$ cat config.mk
export PLATFORM = sky130hd
export DESIGN_NAME = layered_offset_min_sum_check_node
export DESIGN_NICKNAME = d
export VERILOG_FILES = /design/src/sv/lomsc_pkg.sv /design/src/sv/lomsc_front.sv /design/src/sv/lomsc_rowq.sv /design/src/sv/lomsc_back.sv /design/src/sv/layered_offset_min_sum_check_node.sv
export SDC_FILE = /design/constraint.sdc
export NUM_CORES = 2
export LEC_CHECK = 0
export ABC_AREA = 1
export BUFFER_PORTS_ARGS = -buffer_cell sky130_fd_sc_hd__buf_2
export CORE_AREA = 5 5 337 339
export DETAILED_ROUTE_END_ITERATION = 7
export DIE_AREA = 0 0 342 344
export GPL_ROUTABILITY_DRIVEN = 0
export PLACE_DENSITY = 0.75
export SYNTH_ARGS = -nofsm -noshare
export SYNTH_HDL_FRONTEND = slang
export SYNTH_SLANG_ARGS = --single-unit
$ cat constraint.sdc
create_clock -name clk -period 4.4 [get_ports clk]
set_input_delay 0.44 -clock clk [delete_from_list [all_inputs] [get_ports clk]]
set_output_delay 0.44 -clock clk [all_outputs]
set_load 0.005 [all_outputs]
$ cat src/sv/lomsc_pkg.sv
// ---------------------------------------------------------------------------
// lomsc_pkg
// Shared types, widths and helpers of the layered offset min-sum check node.
// ---------------------------------------------------------------------------
package lomsc_pkg;

	// default and widest supported row degree
	localparam int MAX_DEGREE_DEF = 32;
	localparam int DEG_HI         = 64;
	localparam int POS_W          = $clog2(DEG_HI);

	// field widths
	localparam int LLR_W   = 16;
	localparam int EXT_W   = 17;
	localparam int MAG_W   = 17;
	localparam int CFG_W   = 15;
	localparam int CFG_IDX_W = 1;

	// configuration register indexes
	localparam logic [CFG_IDX_W-1:0] REG_OFFSET    = 1'b0;
	localparam logic [CFG_IDX_W-1:0] REG_SAT_LIMIT = 1'b1;

	// running minimum start value, larger than any magnitude
	localparam logic [MAG_W-1:0] MIN_INIT = '1;
	localparam logic [CFG_W-1:0] MSG_MAX  = '1;

	typedef struct packed {
		logic signed [LLR_W-1:0] posterior;
		logic signed [LLR_W-1:0] old_message;
		logic                    row_end;
	} edge_item_t;

	typedef struct packed {
		logic signed [LLR_W-1:0] new_message;
		logic signed [LLR_W-1:0] new_posterior;
		logic                    parity_fail;
		logic                    last_out;
	} result_item_t;

	// summary of one finished row, handed from front to back
	typedef struct packed {
		logic [MAG_W-1:0] first_min;
		logic [MAG_W-1:0] second_min;
		logic [POS_W-1:0] min_pos;
		logic [POS_W-1:0] last_idx;
		logic             parity;
	} row_desc_t;

	// extrinsic store write port
	typedef struct packed {
		logic                    en;
		logic                    bank;
		logic [POS_W-1:0]        idx;
		logic signed [EXT_W-1:0] data;
	} ext_wr_t;

	// row queue status
	typedef struct packed {
		logic full;
		logic empty;
		logic wr_bank;
		logic rd_bank;
	} rowq_stat_t;

	typedef enum logic [1:0] {
		BK_IDLE,
		BK_PREP,
		BK_RUN
	} bk_state_t;

	// offset, floor at zero, optional limit, then message range clamp
	function automatic logic [CFG_W-1:0] shape_mag(
		input logic [MAG_W-1:0] mag,
		input logic [CFG_W-1:0] off,
		input logic [CFG_W-1:0] lim
	);
		logic [MAG_W-1:0] d;
		d = (mag > MAG_W'(off)) ? (mag - MAG_W'(off)) : '0;
		if ((lim != '0) && (d > MAG_W'(lim))) begin
			d = MAG_W'(lim);
		end
		if (d > MAG_W'(MSG_MAX)) begin
			d = MAG_W'(MSG_MAX);
		end
		return d[CFG_W-1:0];
	endfunction

endpackage

$ cat src/sv/lomsc_front.sv
// ---------------------------------------------------------------------------
// lomsc_front
// Takes edges, forms extrinsics, writes them to the store and tracks the
// two smallest magnitudes, the first minimum position and positive parity.
// ---------------------------------------------------------------------------
module lomsc_front #(
	parameter int MAX_DEGREE = lomsc_pkg::MAX_DEGREE_DEF
) (
	input  logic                   clk,
	input  logic                   arst_n,
	input  logic                   edge_valid,
	output logic                   edge_ready,
	input  lomsc_pkg::edge_item_t  edge_item,
	input  lomsc_pkg::rowq_stat_t  q_stat,
	output logic                   push,
	output lomsc_pkg::row_desc_t   push_desc,
	output lomsc_pkg::ext_wr_t     ext_wr
);
	import lomsc_pkg::*;

	localparam int AW = (MAX_DEGREE > 1) ? $clog2(MAX_DEGREE) : 1;
	localparam int CW = $clog2(MAX_DEGREE + 1);

	logic [CW-1:0]           count_q;
	logic [MAG_W-1:0]        first_min_q;
	logic [MAG_W-1:0]        second_min_q;
	logic [AW-1:0]           min_pos_q;
	logic                    parity_q;

	logic                    take;
	logic signed [EXT_W-1:0] ext;
	logic                    ext_pos;
	logic [MAG_W-1:0]        mag;
	logic [AW-1:0]           idx;
	logic [CW-1:0]           cnt_nx;
	logic                    close;
	logic [MAG_W-1:0]        first_nx;
	logic [MAG_W-1:0]        second_nx;
	logic [AW-1:0]           pos_nx;
	logic                    parity_nx;

	// a bank is free while the row queue has room
	assign edge_ready = !q_stat.full;
	assign take       = edge_valid && !q_stat.full;

	// extrinsic and its magnitude
	always_comb begin
		ext     = EXT_W'(edge_item.posterior) - EXT_W'(edge_item.old_message);
		ext_pos = !ext[EXT_W-1] && (ext != '0);
		mag     = ext[EXT_W-1] ? MAG_W'(-ext) : MAG_W'(ext);
	end

	// running minima and parity
	always_comb begin
		idx       = count_q[AW-1:0];
		cnt_nx    = count_q + CW'(1);
		close     = edge_item.row_end || (cnt_nx == CW'(MAX_DEGREE));
		parity_nx = parity_q ^ ext_pos;
		first_nx  = first_min_q;
		second_nx = second_min_q;
		pos_nx    = min_pos_q;
		if (mag < first_min_q) begin
			second_nx = first_min_q;
			first_nx  = mag;
			pos_nx    = idx;
		end else if (mag < second_min_q) begin
			second_nx = mag;
		end
	end

	// row summary and store write
	always_comb begin
		push                 = take && close;
		push_desc.first_min  = first_nx;
		push_desc.second_min = second_nx;
		push_desc.min_pos    = POS_W'(pos_nx);
		push_desc.last_idx   = POS_W'(idx);
		push_desc.parity     = parity_nx;
		ext_wr.en            = take;
		ext_wr.bank          = q_stat.wr_bank;
		ext_wr.idx           = POS_W'(idx);
		ext_wr.data          = ext;
	end

	// row state, cleared when a row closes
	always_ff @(posedge clk or negedge arst_n) begin
		if (!arst_n) begin
			count_q      <= '0;
			first_min_q  <= MIN_INIT;
			second_min_q <= MIN_INIT;
			min_pos_q    <= '0;
			parity_q     <= 1'b0;
		end else if (take) begin
			if (close) begin
				count_q      <= '0;
				first_min_q  <= MIN_INIT;
				second_min_q <= MIN_INIT;
				min_pos_q    <= '0;
				parity_q     <= 1'b0;
			end else begin
				count_q      <= cnt_nx;
				first_min_q  <= first_nx;
				second_min_q <= second_nx;
				min_pos_q    <= pos_nx;
				parity_q     <= parity_nx;
			end
		end
	end

endmodule

$ cat src/sv/lomsc_rowq.sv
// ---------------------------------------------------------------------------
// lomsc_rowq
// Two-entry queue of finished row summaries; its pointers also select the
// store bank that the front fills and the back drains.
// ---------------------------------------------------------------------------
module lomsc_rowq (
	input  logic                  clk,
	input  logic                  arst_n,
	input  logic                  push,
	input  lomsc_pkg::row_desc_t  push_desc,
	input  logic                  pop,
	output lomsc_pkg::row_desc_t  head_desc,
	output lomsc_pkg::rowq_stat_t stat
);
	import lomsc_pkg::*;

	row_desc_t  desc_q [2];
	logic       wr_ptr_q;
	logic       rd_ptr_q;
	logic [1:0] cnt_q;

	// status and head
	always_comb begin
		stat.full    = (cnt_q == 2'd2);
		stat.empty   = (cnt_q == 2'd0);
		stat.wr_bank = wr_ptr_q;
		stat.rd_bank = rd_ptr_q;
		head_desc    = desc_q[rd_ptr_q];
	end

	// pointers and fill level
	always_ff @(posedge clk or negedge arst_n) begin
		if (!arst_n) begin
			wr_ptr_q <= 1'b0;
			rd_ptr_q <= 1'b0;
			cnt_q    <= 2'd0;
		end else begin
			if (push) begin
				wr_ptr_q <= !wr_ptr_q;
			end
			if (pop) begin
				rd_ptr_q <= !rd_ptr_q;
			end
			case ({push, pop})
				2'b10:   cnt_q <= cnt_q + 2'd1;
				2'b01:   cnt_q <= cnt_q - 2'd1;
				default: cnt_q <= cnt_q;
			endcase
		end
	end

	// entry storage
	always_ff @(posedge clk) begin
		if (push) begin
			desc_q[wr_ptr_q] <= push_desc;
		end
	end

endmodule

$ cat src/sv/lomsc_back.sv
// ---------------------------------------------------------------------------
// lomsc_back
// Holds the extrinsic store and the configuration, and replays a finished row
// one edge a cycle while not stalled, forming new messages and posteriors.
// ---------------------------------------------------------------------------
module lomsc_back #(
	parameter int MAX_DEGREE = lomsc_pkg::MAX_DEGREE_DEF
) (
	input  logic                                  clk,
	input  logic                                  arst_n,
	input  logic                                  cfg_we,
	input  logic [lomsc_pkg::CFG_IDX_W-1:0]       cfg_index,
	input  logic [lomsc_pkg::CFG_W-1:0]           cfg_data,
	input  lomsc_pkg::ext_wr_t                    ext_wr,
	input  lomsc_pkg::rowq_stat_t                 q_stat,
	input  lomsc_pkg::row_desc_t                  head_desc,
	output logic                                  pop,
	output logic                                  result_valid,
	input  logic                                  result_ready,
	output lomsc_pkg::result_item_t               result_item
);
	import lomsc_pkg::*;

	localparam int AW        = (MAX_DEGREE > 1) ? $clog2(MAX_DEGREE) : 1;
	localparam int MEM_DEPTH = 2 * MAX_DEGREE;
	localparam int MAW       = $clog2(MEM_DEPTH);

	// configuration
	logic [CFG_W-1:0] offset_q;
	logic [CFG_W-1:0] sat_limit_q;

	// extrinsic store, two banks
	logic signed [EXT_W-1:0] ext_mem [MEM_DEPTH];
	logic [MAW-1:0]          waddr;
	logic [MAW-1:0]          raddr;

	// sequencer
	bk_state_t        state_q;
	bk_state_t        state_nx;
	row_desc_t        desc_q;
	logic [CFG_W-1:0] m1_q;
	logic [CFG_W-1:0] m2_q;
	logic             fail_q;
	logic [AW-1:0]    rd_idx_q;
	logic             issue;
	logic             adv_out;
	logic             load;
	logic             prep;

	// read stage
	logic                    valid_s1;
	logic signed [EXT_W-1:0] ext_s1;
	logic [CFG_W-1:0]        mag_s1;
	logic                    par_s1;
	logic                    fail_s1;
	logic                    last_s1;

	// output register
	logic                    out_valid_q;
	result_item_t            out_q;
	result_item_t            res;

	// configuration writes
	always_ff @(posedge clk or negedge arst_n) begin
		if (!arst_n) begin
			offset_q    <= '0;
			sat_limit_q <= '0;
		end else if (cfg_we) begin
			unique case (cfg_index)
				REG_OFFSET:    offset_q    <= cfg_data;
				REG_SAT_LIMIT: sat_limit_q <= cfg_data;
				default:       offset_q    <= offset_q;
			endcase
		end
	end

	// store addressing
	assign waddr = MAW'(ext_wr.idx[AW-1:0]) + (ext_wr.bank ? MAW'(MAX_DEGREE) : '0);
	assign raddr = MAW'(rd_idx_q) + (q_stat.rd_bank ? MAW'(MAX_DEGREE) : '0);

	always_ff @(posedge clk) begin
		if (ext_wr.en) begin
			ext_mem[waddr] <= ext_wr.data;
		end
	end

	always_ff @(posedge clk) begin
		if (issue) begin
			ext_s1 <= ext_mem[raddr];
		end
	end

	// output handshake
	assign adv_out      = !out_valid_q || result_ready;
	assign result_valid = out_valid_q;
	assign result_item  = out_q;

	// sequencer next state
	always_comb begin
		state_nx = state_q;
		load     = 1'b0;
		prep     = 1'b0;
		issue    = 1'b0;
		pop      = 1'b0;
		unique case (state_q)
			BK_IDLE: begin
				if (!q_stat.empty) begin
					load     = 1'b1;
					state_nx = BK_PREP;
				end
			end
			BK_PREP: begin
				prep     = 1'b1;
				state_nx = BK_RUN;
			end
			BK_RUN: begin
				issue = !valid_s1 || adv_out;
				if (issue && (rd_idx_q == desc_q.last_idx[AW-1:0])) begin
					pop      = 1'b1;
					state_nx = BK_IDLE;
				end
			end
			default: state_nx = BK_IDLE;
		endcase
	end

	// sequencer state and read index
	always_ff @(posedge clk or negedge arst_n) begin
		if (!arst_n) begin
			state_q  <= BK_IDLE;
			rd_idx_q <= '0;
		end else begin
			state_q <= state_nx;
			if (prep) begin
				rd_idx_q <= '0;
			end else if (issue) begin
				rd_idx_q <= rd_idx_q + AW'(1);
			end
		end
	end

	// row constants
	always_ff @(posedge clk) begin
		if (load) begin
			desc_q <= head_desc;
		end
		if (prep) begin
			m1_q   <= shape_mag(desc_q.first_min, offset_q, sat_limit_q);
			m2_q   <= shape_mag(desc_q.second_min, offset_q, sat_limit_q);
			fail_q <= desc_q.parity || (desc_q.first_min == '0);
		end
	end

	// read stage control
	always_ff @(posedge clk or negedge arst_n) begin
		if (!arst_n) begin
			valid_s1 <= 1'b0;
		end else if (issue) begin
			valid_s1 <= 1'b1;
		end else if (adv_out) begin
			valid_s1 <= 1'b0;
		end
	end

	// per-edge constants follow the read
	always_ff @(posedge clk) begin
		if (issue) begin
			mag_s1  <= (rd_idx_q == desc_q.min_pos[AW-1:0]) ? m2_q : m1_q;
			par_s1  <= desc_q.parity;
			fail_s1 <= fail_q;
			last_s1 <= (rd_idx_q == desc_q.last_idx[AW-1:0]);
		end
	end

	// new message and saturated posterior
	always_comb begin
		logic                    sgn;
		logic signed [LLR_W-1:0] msg;
		logic signed [EXT_W:0]   post;
		sgn  = par_s1 ^ (!ext_s1[EXT_W-1] && (ext_s1 != '0));
		msg  = sgn ? LLR_W'({1'b0, mag_s1}) : -LLR_W'({1'b0, mag_s1});
		post = (EXT_W + 1)'(ext_s1) + (EXT_W + 1)'(msg);
		res.new_message = msg;
		if (post > (EXT_W + 1)'(32767)) begin
			res.new_posterior = 16'sh7fff;
		end else if (post < -(EXT_W + 1)'(32768)) begin
			res.new_posterior = 16'sh8000;
		end else begin
			res.new_posterior = post[LLR_W-1:0];
		end
		res.parity_fail = fail_s1;
		res.last_out    = last_s1;
	end

	// output register
	always_ff @(posedge clk or negedge arst_n) begin
		if (!arst_n) begin
			out_valid_q <= 1'b0;
		end else if (adv_out) begin
			out_valid_q <= valid_s1;
		end
	end

	always_ff @(posedge clk) begin
		if (adv_out && valid_s1) begin
			out_q <= res;
		end
	end

endmodule

$ cat src/sv/layered_offset_min_sum_check_node.sv
// ---------------------------------------------------------------------------
// layered_offset_min_sum_check_node
// Check-node update of a layered offset min-sum decoder for one parity row.
//
//   port group    dir   handshake             payload
//   edge_*        in    edge_valid/ready      edge_item_t (one edge)
//   result_*      out   result_valid/ready    result_item_t (one per edge)
//   cfg_*         in    cfg_we, no wait       cfg_index, cfg_data
//
// The front takes one edge item a cycle while a store bank is free.
// A closed row is replayed from its bank one result a cycle while the output
// is not stalled; with the back idle, the first result of a row is offered
// once the row summary is loaded and the offset and limit are applied.
// Two banks let the front fill the next row while the back drains one.
// Reset clears all control state; the store itself is not cleared.
// ---------------------------------------------------------------------------
module layered_offset_min_sum_check_node #(
	parameter int MAX_DEGREE = lomsc_pkg::MAX_DEGREE_DEF
) (
	input  logic                            clk,
	input  logic                            arst_n,
	input  logic                            edge_valid,
	output logic                            edge_ready,
	input  lomsc_pkg::edge_item_t           edge_item,
	output logic                            result_valid,
	input  logic                            result_ready,
	output lomsc_pkg::result_item_t         result_item,
	input  logic                            cfg_we,
	input  logic [lomsc_pkg::CFG_IDX_W-1:0] cfg_index,
	input  logic [lomsc_pkg::CFG_W-1:0]     cfg_data
);
	import lomsc_pkg::*;

	logic       push;
	logic       pop;
	row_desc_t  push_desc;
	row_desc_t  head_desc;
	rowq_stat_t q_stat;
	ext_wr_t    ext_wr;

	// edge intake
	lomsc_front #(
		.MAX_DEGREE(MAX_DEGREE)
	) u_front (
		.clk       (clk),
		.arst_n    (arst_n),
		.edge_valid(edge_valid),
		.edge_ready(edge_ready),
		.edge_item (edge_item),
		.q_stat    (q_stat),
		.push      (push),
		.push_desc (push_desc),
		.ext_wr    (ext_wr)
	);

	// finished rows waiting for replay
	lomsc_rowq u_rowq (
		.clk      (clk),
		.arst_n   (arst_n),
		.push     (push),
		.push_desc(push_desc),
		.pop      (pop),
		.head_desc(head_desc),
		.stat     (q_stat)
	);

	// row replay and result output
	lomsc_back #(
		.MAX_DEGREE(MAX_DEGREE)
	) u_back (
		.clk         (clk),
		.arst_n      (arst_n),
		.cfg_we      (cfg_we),
		.cfg_index   (cfg_index),
		.cfg_data    (cfg_data),
		.ext_wr      (ext_wr),
		.q_stat      (q_stat),
		.head_desc   (head_desc),
		.pop         (pop),
		.result_valid(result_valid),
		.result_ready(result_ready),
		.result_item (result_item)
	);

endmodule

==> flow_summary.toml <==
[worst_setup_path]
path_cells = "ha_2 > nand3_1 > nand2_1 > a21oi_2 > o21ai_2 > nand2_1 > o21ai_1 > nand2_2 > nor2_1 > ha_1 > nand4_1 > o221a_2 > nor2_1 > o21ai_0 > nand3_1 > nand2_1 > nand2_1 > nand2_1 > nand2_2 > buf_4 > nand3_1 > nand3_1"
crit_top_cell = "nand2_1"
cpLargestDelayFamily = "simple AND/OR/NAND/NOR gates"
cp_num_buf_inv = 1
cpPeakStageDelay_ns = 0.46
critPathKind = "reg2reg"
cp.required_ns = 4.88
cp-end-kind = "flip-flop"
worstPathArrival_ns = 4.64
slowest_stage = "edfxtp_1"
path_max_fanout = 9
cp-start-kind = "flip-flop"

[layout]
layout-drive-gt1-share_pct = 11.6
nets = 5594
ff_latch_area_sq_um = 42000
layout_common_cells = "edfxtp_1 (1,323), nor2_1 (737), nand2_1 (726)"
final_common_cell = "edfxtp_1"
fillCellCount = 8051
final_cells = 7010
synthToLayoutAreaGrowth_pct = 12.8
diodes = 0
multi_input_area_sq_um = 17100

[clocking]
clkSinkCount = 1412
clock-root-buffer = "clkbuf_16"
cts_tree = "yes"
path_clk_slew_ns = 0.06
max-clock-path-buffers = 3
numCtsBuffers = 143
insertion_delay_ns = 0.76
htreeDepth = 4

[logic_synthesis]
yosys_warnings = 0
synth_top_area_cell = "edfxtp_1"
syn_inst = 5246
ys_seq_area_share_pct = 68.6
netlist_area_sq_um = 61200
synthFlopType = "edfxtp_1"
synth-edff-count = 1323
synthTopCellsByArea = "edfxtp_1 (65%), o21ai_0 (5.2%), nor2_1 (4.6%)"
synth_top_cell_area_share_pct = 64.9
ys_seq_elements = 1412
yosysUniqueCellTypes = 64
avgSynthCellArea_sq_um = 11.7
async_flop_share_pct = 6.30
syn_nets = 5434

[grt]
grt-ovfl-total = 0
grt_max_degree = 209
grt_pass1_wl_um = 241000
grt_usage_pct = 26.6
grt_pass1_vias = 40800
antenna_found_initial = 1

[routing]
met1_length_um = 62100
wl_um = 159000
vias_per_cell = 6.09
drt_iter0_drc = 5727
vias = 42700
top_layer = "met4"
drtAntennaViolNets = 0
drc = 0
met3WireLength_um = 18000
dr.pass1.iters = 7
wl_per_cell_um = 22.7
met2WireLength_um = 73400

[place]
dp.cells = 6728
hpwl_um = 94400
portBuffers = 89

[floorplan]
die_x_um = 342
io_pins = 90
initial_core_util_pct = 55.6
dieArea_sq_um = 118000
row_count = 122
core_area_sq_um = 110000
die_h_um = 344

[pwr]
p_leak_uw = 0.0251
ir_drop_uv = 469
p_per_area_nw_per_um2 = 707

[sta]
finalClockSkew_ns = 0.0411
setup_viol = 0
fin_setup_tns_ns = 0
max_freq_mhz = 240
rsz0062_at_grt = "false"
finalHoldViolCount = 0
maxSlewHeadroom_pct = 20.6
period_share_pct = 94.6
fin_crit_ns = 4.16
drv_slew = 0
worst_slew_pin_slew_ns = 1.19
hold_slack_ns = 0.110

[outcome]
status = "completed"

[min_path]
hp-class = "in2reg"

[job]
maxCapViolations = 0
[metal layers]
metal  vias to the layer above  GRT usage (%)
li1                      19200              -
met1                     20600           37.4
met2                      2569           41.4
met3                       381           5.70
met4                         0           10.2
met5                         -              0
[repair_timing]
action	in CTS	in global routing
setup endpoints to repair	0	37
setup buffers	0	3
endpoints found under the hold margin	81	0
hold buffers	17	0
gates resized for setup	0	24
[cell families after synthesis]
group / Yosys count / synth area share [%]
multiplexers: 15 / 0.276
AND/OR/NAND/NOR: 1825 / 12.3
flip-flops: 1412 / 68.6
adder cells (fa/ha/maj): 134 / 2.79
XOR/XNOR: 67 / 1.02
AO/OA/AOI/OAI: 1169 / 11.1
buffers and inverters: 624 / 3.91
[metrics by stage]
| stage | power, uW | cell area [sq um] | setup WS [ns] | utilization (%) |
|---|---|---|---|---|
| final | 48900 | 69100 | 0.236 | 62.8 |
| after global routing | 51500 | 69100 | 0.00533 | 62.8 |
| after CTS | 48200 | 69000 | 0.0611 | 62.7 |
| after detailed placement | 36400 | 64200 | -0.186 | 58.3 |
| after global placement | 35900 | 64200 | -0.0396 | 58.3 |
| after floorplan | 30100 | 61300 | 0.0179 | - |
[synth_stat cells (all sizes together) (3+ instances only)]
master and number:
edfxtp 1323, nor2 754, nand2 749, o21ai 665
inv 342, clkbuf 238, nand3 188, o22ai 187
ha 130, o221ai 108, a21oi 106, nand4 84
dfrtp 55, xor2 48, buf 42, dfstp 34
o211ai 30, nor3 20, xnor2 19, a31oi 16
mux2 15, nor4 13, a22oi 11, a32o 9
o21bai 9, a211oi 7, or2 7, fa 4
nand3b 4, a21boi 3, a21o 3, a221oi 3
nor3b 3, o31ai 3
[registers in the layout (all words and copies together), names as in the netlist, 5 cells and up]
register              flops
u_back.desc_q            45
u_back.rd_idx_q           5
u_back.mag_s1            15
u_back.ext_s1            17
u_front.first_min_q      17
u_rowq.desc_q            90
u_back.m1_q              15
u_back.ext_mem         1088
u_back.sat_limit_q       15
u_back.result_item       34
u_back.offset_q          15
u_front.second_min_q     17
u_back.m2_q              15
u_front.min_pos_q         5
u_front.count_q           6
[tightest hold or removal path, stage by stage]
cell	delay, ns
buf_2	0.08
inv_1	0.10
nand2_2	0.13
a21oi_1	0.07
[cell type report]
| class | instances | area share (%) |
|---|---|---|
| Clock buffer | 178 | 5.41 |
| Clock inverter | 83 | 1.27 |
| Inverter | 344 | 1.92 |
| Multi-Input combinational cell | 3211 | 24.7 |
| Sequential cell | 1412 | 60.8 |
| Tap cell | 1488 | 2.69 |
| Timing Repair Buffer | 294 | 3.21 |
[power breakdown]
| group | switching (uW) | total (uW) | internal [uW] |
|---|---|---|---|
| Clock | 5200 | 11900 | 6660 |
| Sequential | 841 | 18200 | 17300 |
| Combinational | 13100 | 18800 | 5700 |
[worst paths after layout]
check | startpoint | to | slack (ns) | depth (start not counted)
min reg2reg | u_back.fail_q$_DFFE_PP_ | u_back.fail_s1$_DFFE_PP_ | 0.43 | 0
min in group asynchronous | arst_n | u_back.offset_q[4]$_DFFE_PN0P_ | 0.39 | 2
max reg2reg | u_back.desc_q[32]$_DFFE_PP_ | u_back.m1_q[3]$_SDFFCE_PN1P_ | 0.24 | 22
max in group asynchronous | arst_n | u_front.second_min_q[5]$_DFFE_PN1P_ | 3.00 | 3
max | u_back.desc_q[32]$_DFFE_PP_ | u_back.m1_q[3]$_SDFFCE_PN1P_ | 0.24 | 22
min | edge_item[0] | u_front.count_q[2]$_DFFE_PN0P_ | 0.11 | 4
No activity file was read; power rests on OpenSTA's default activity.
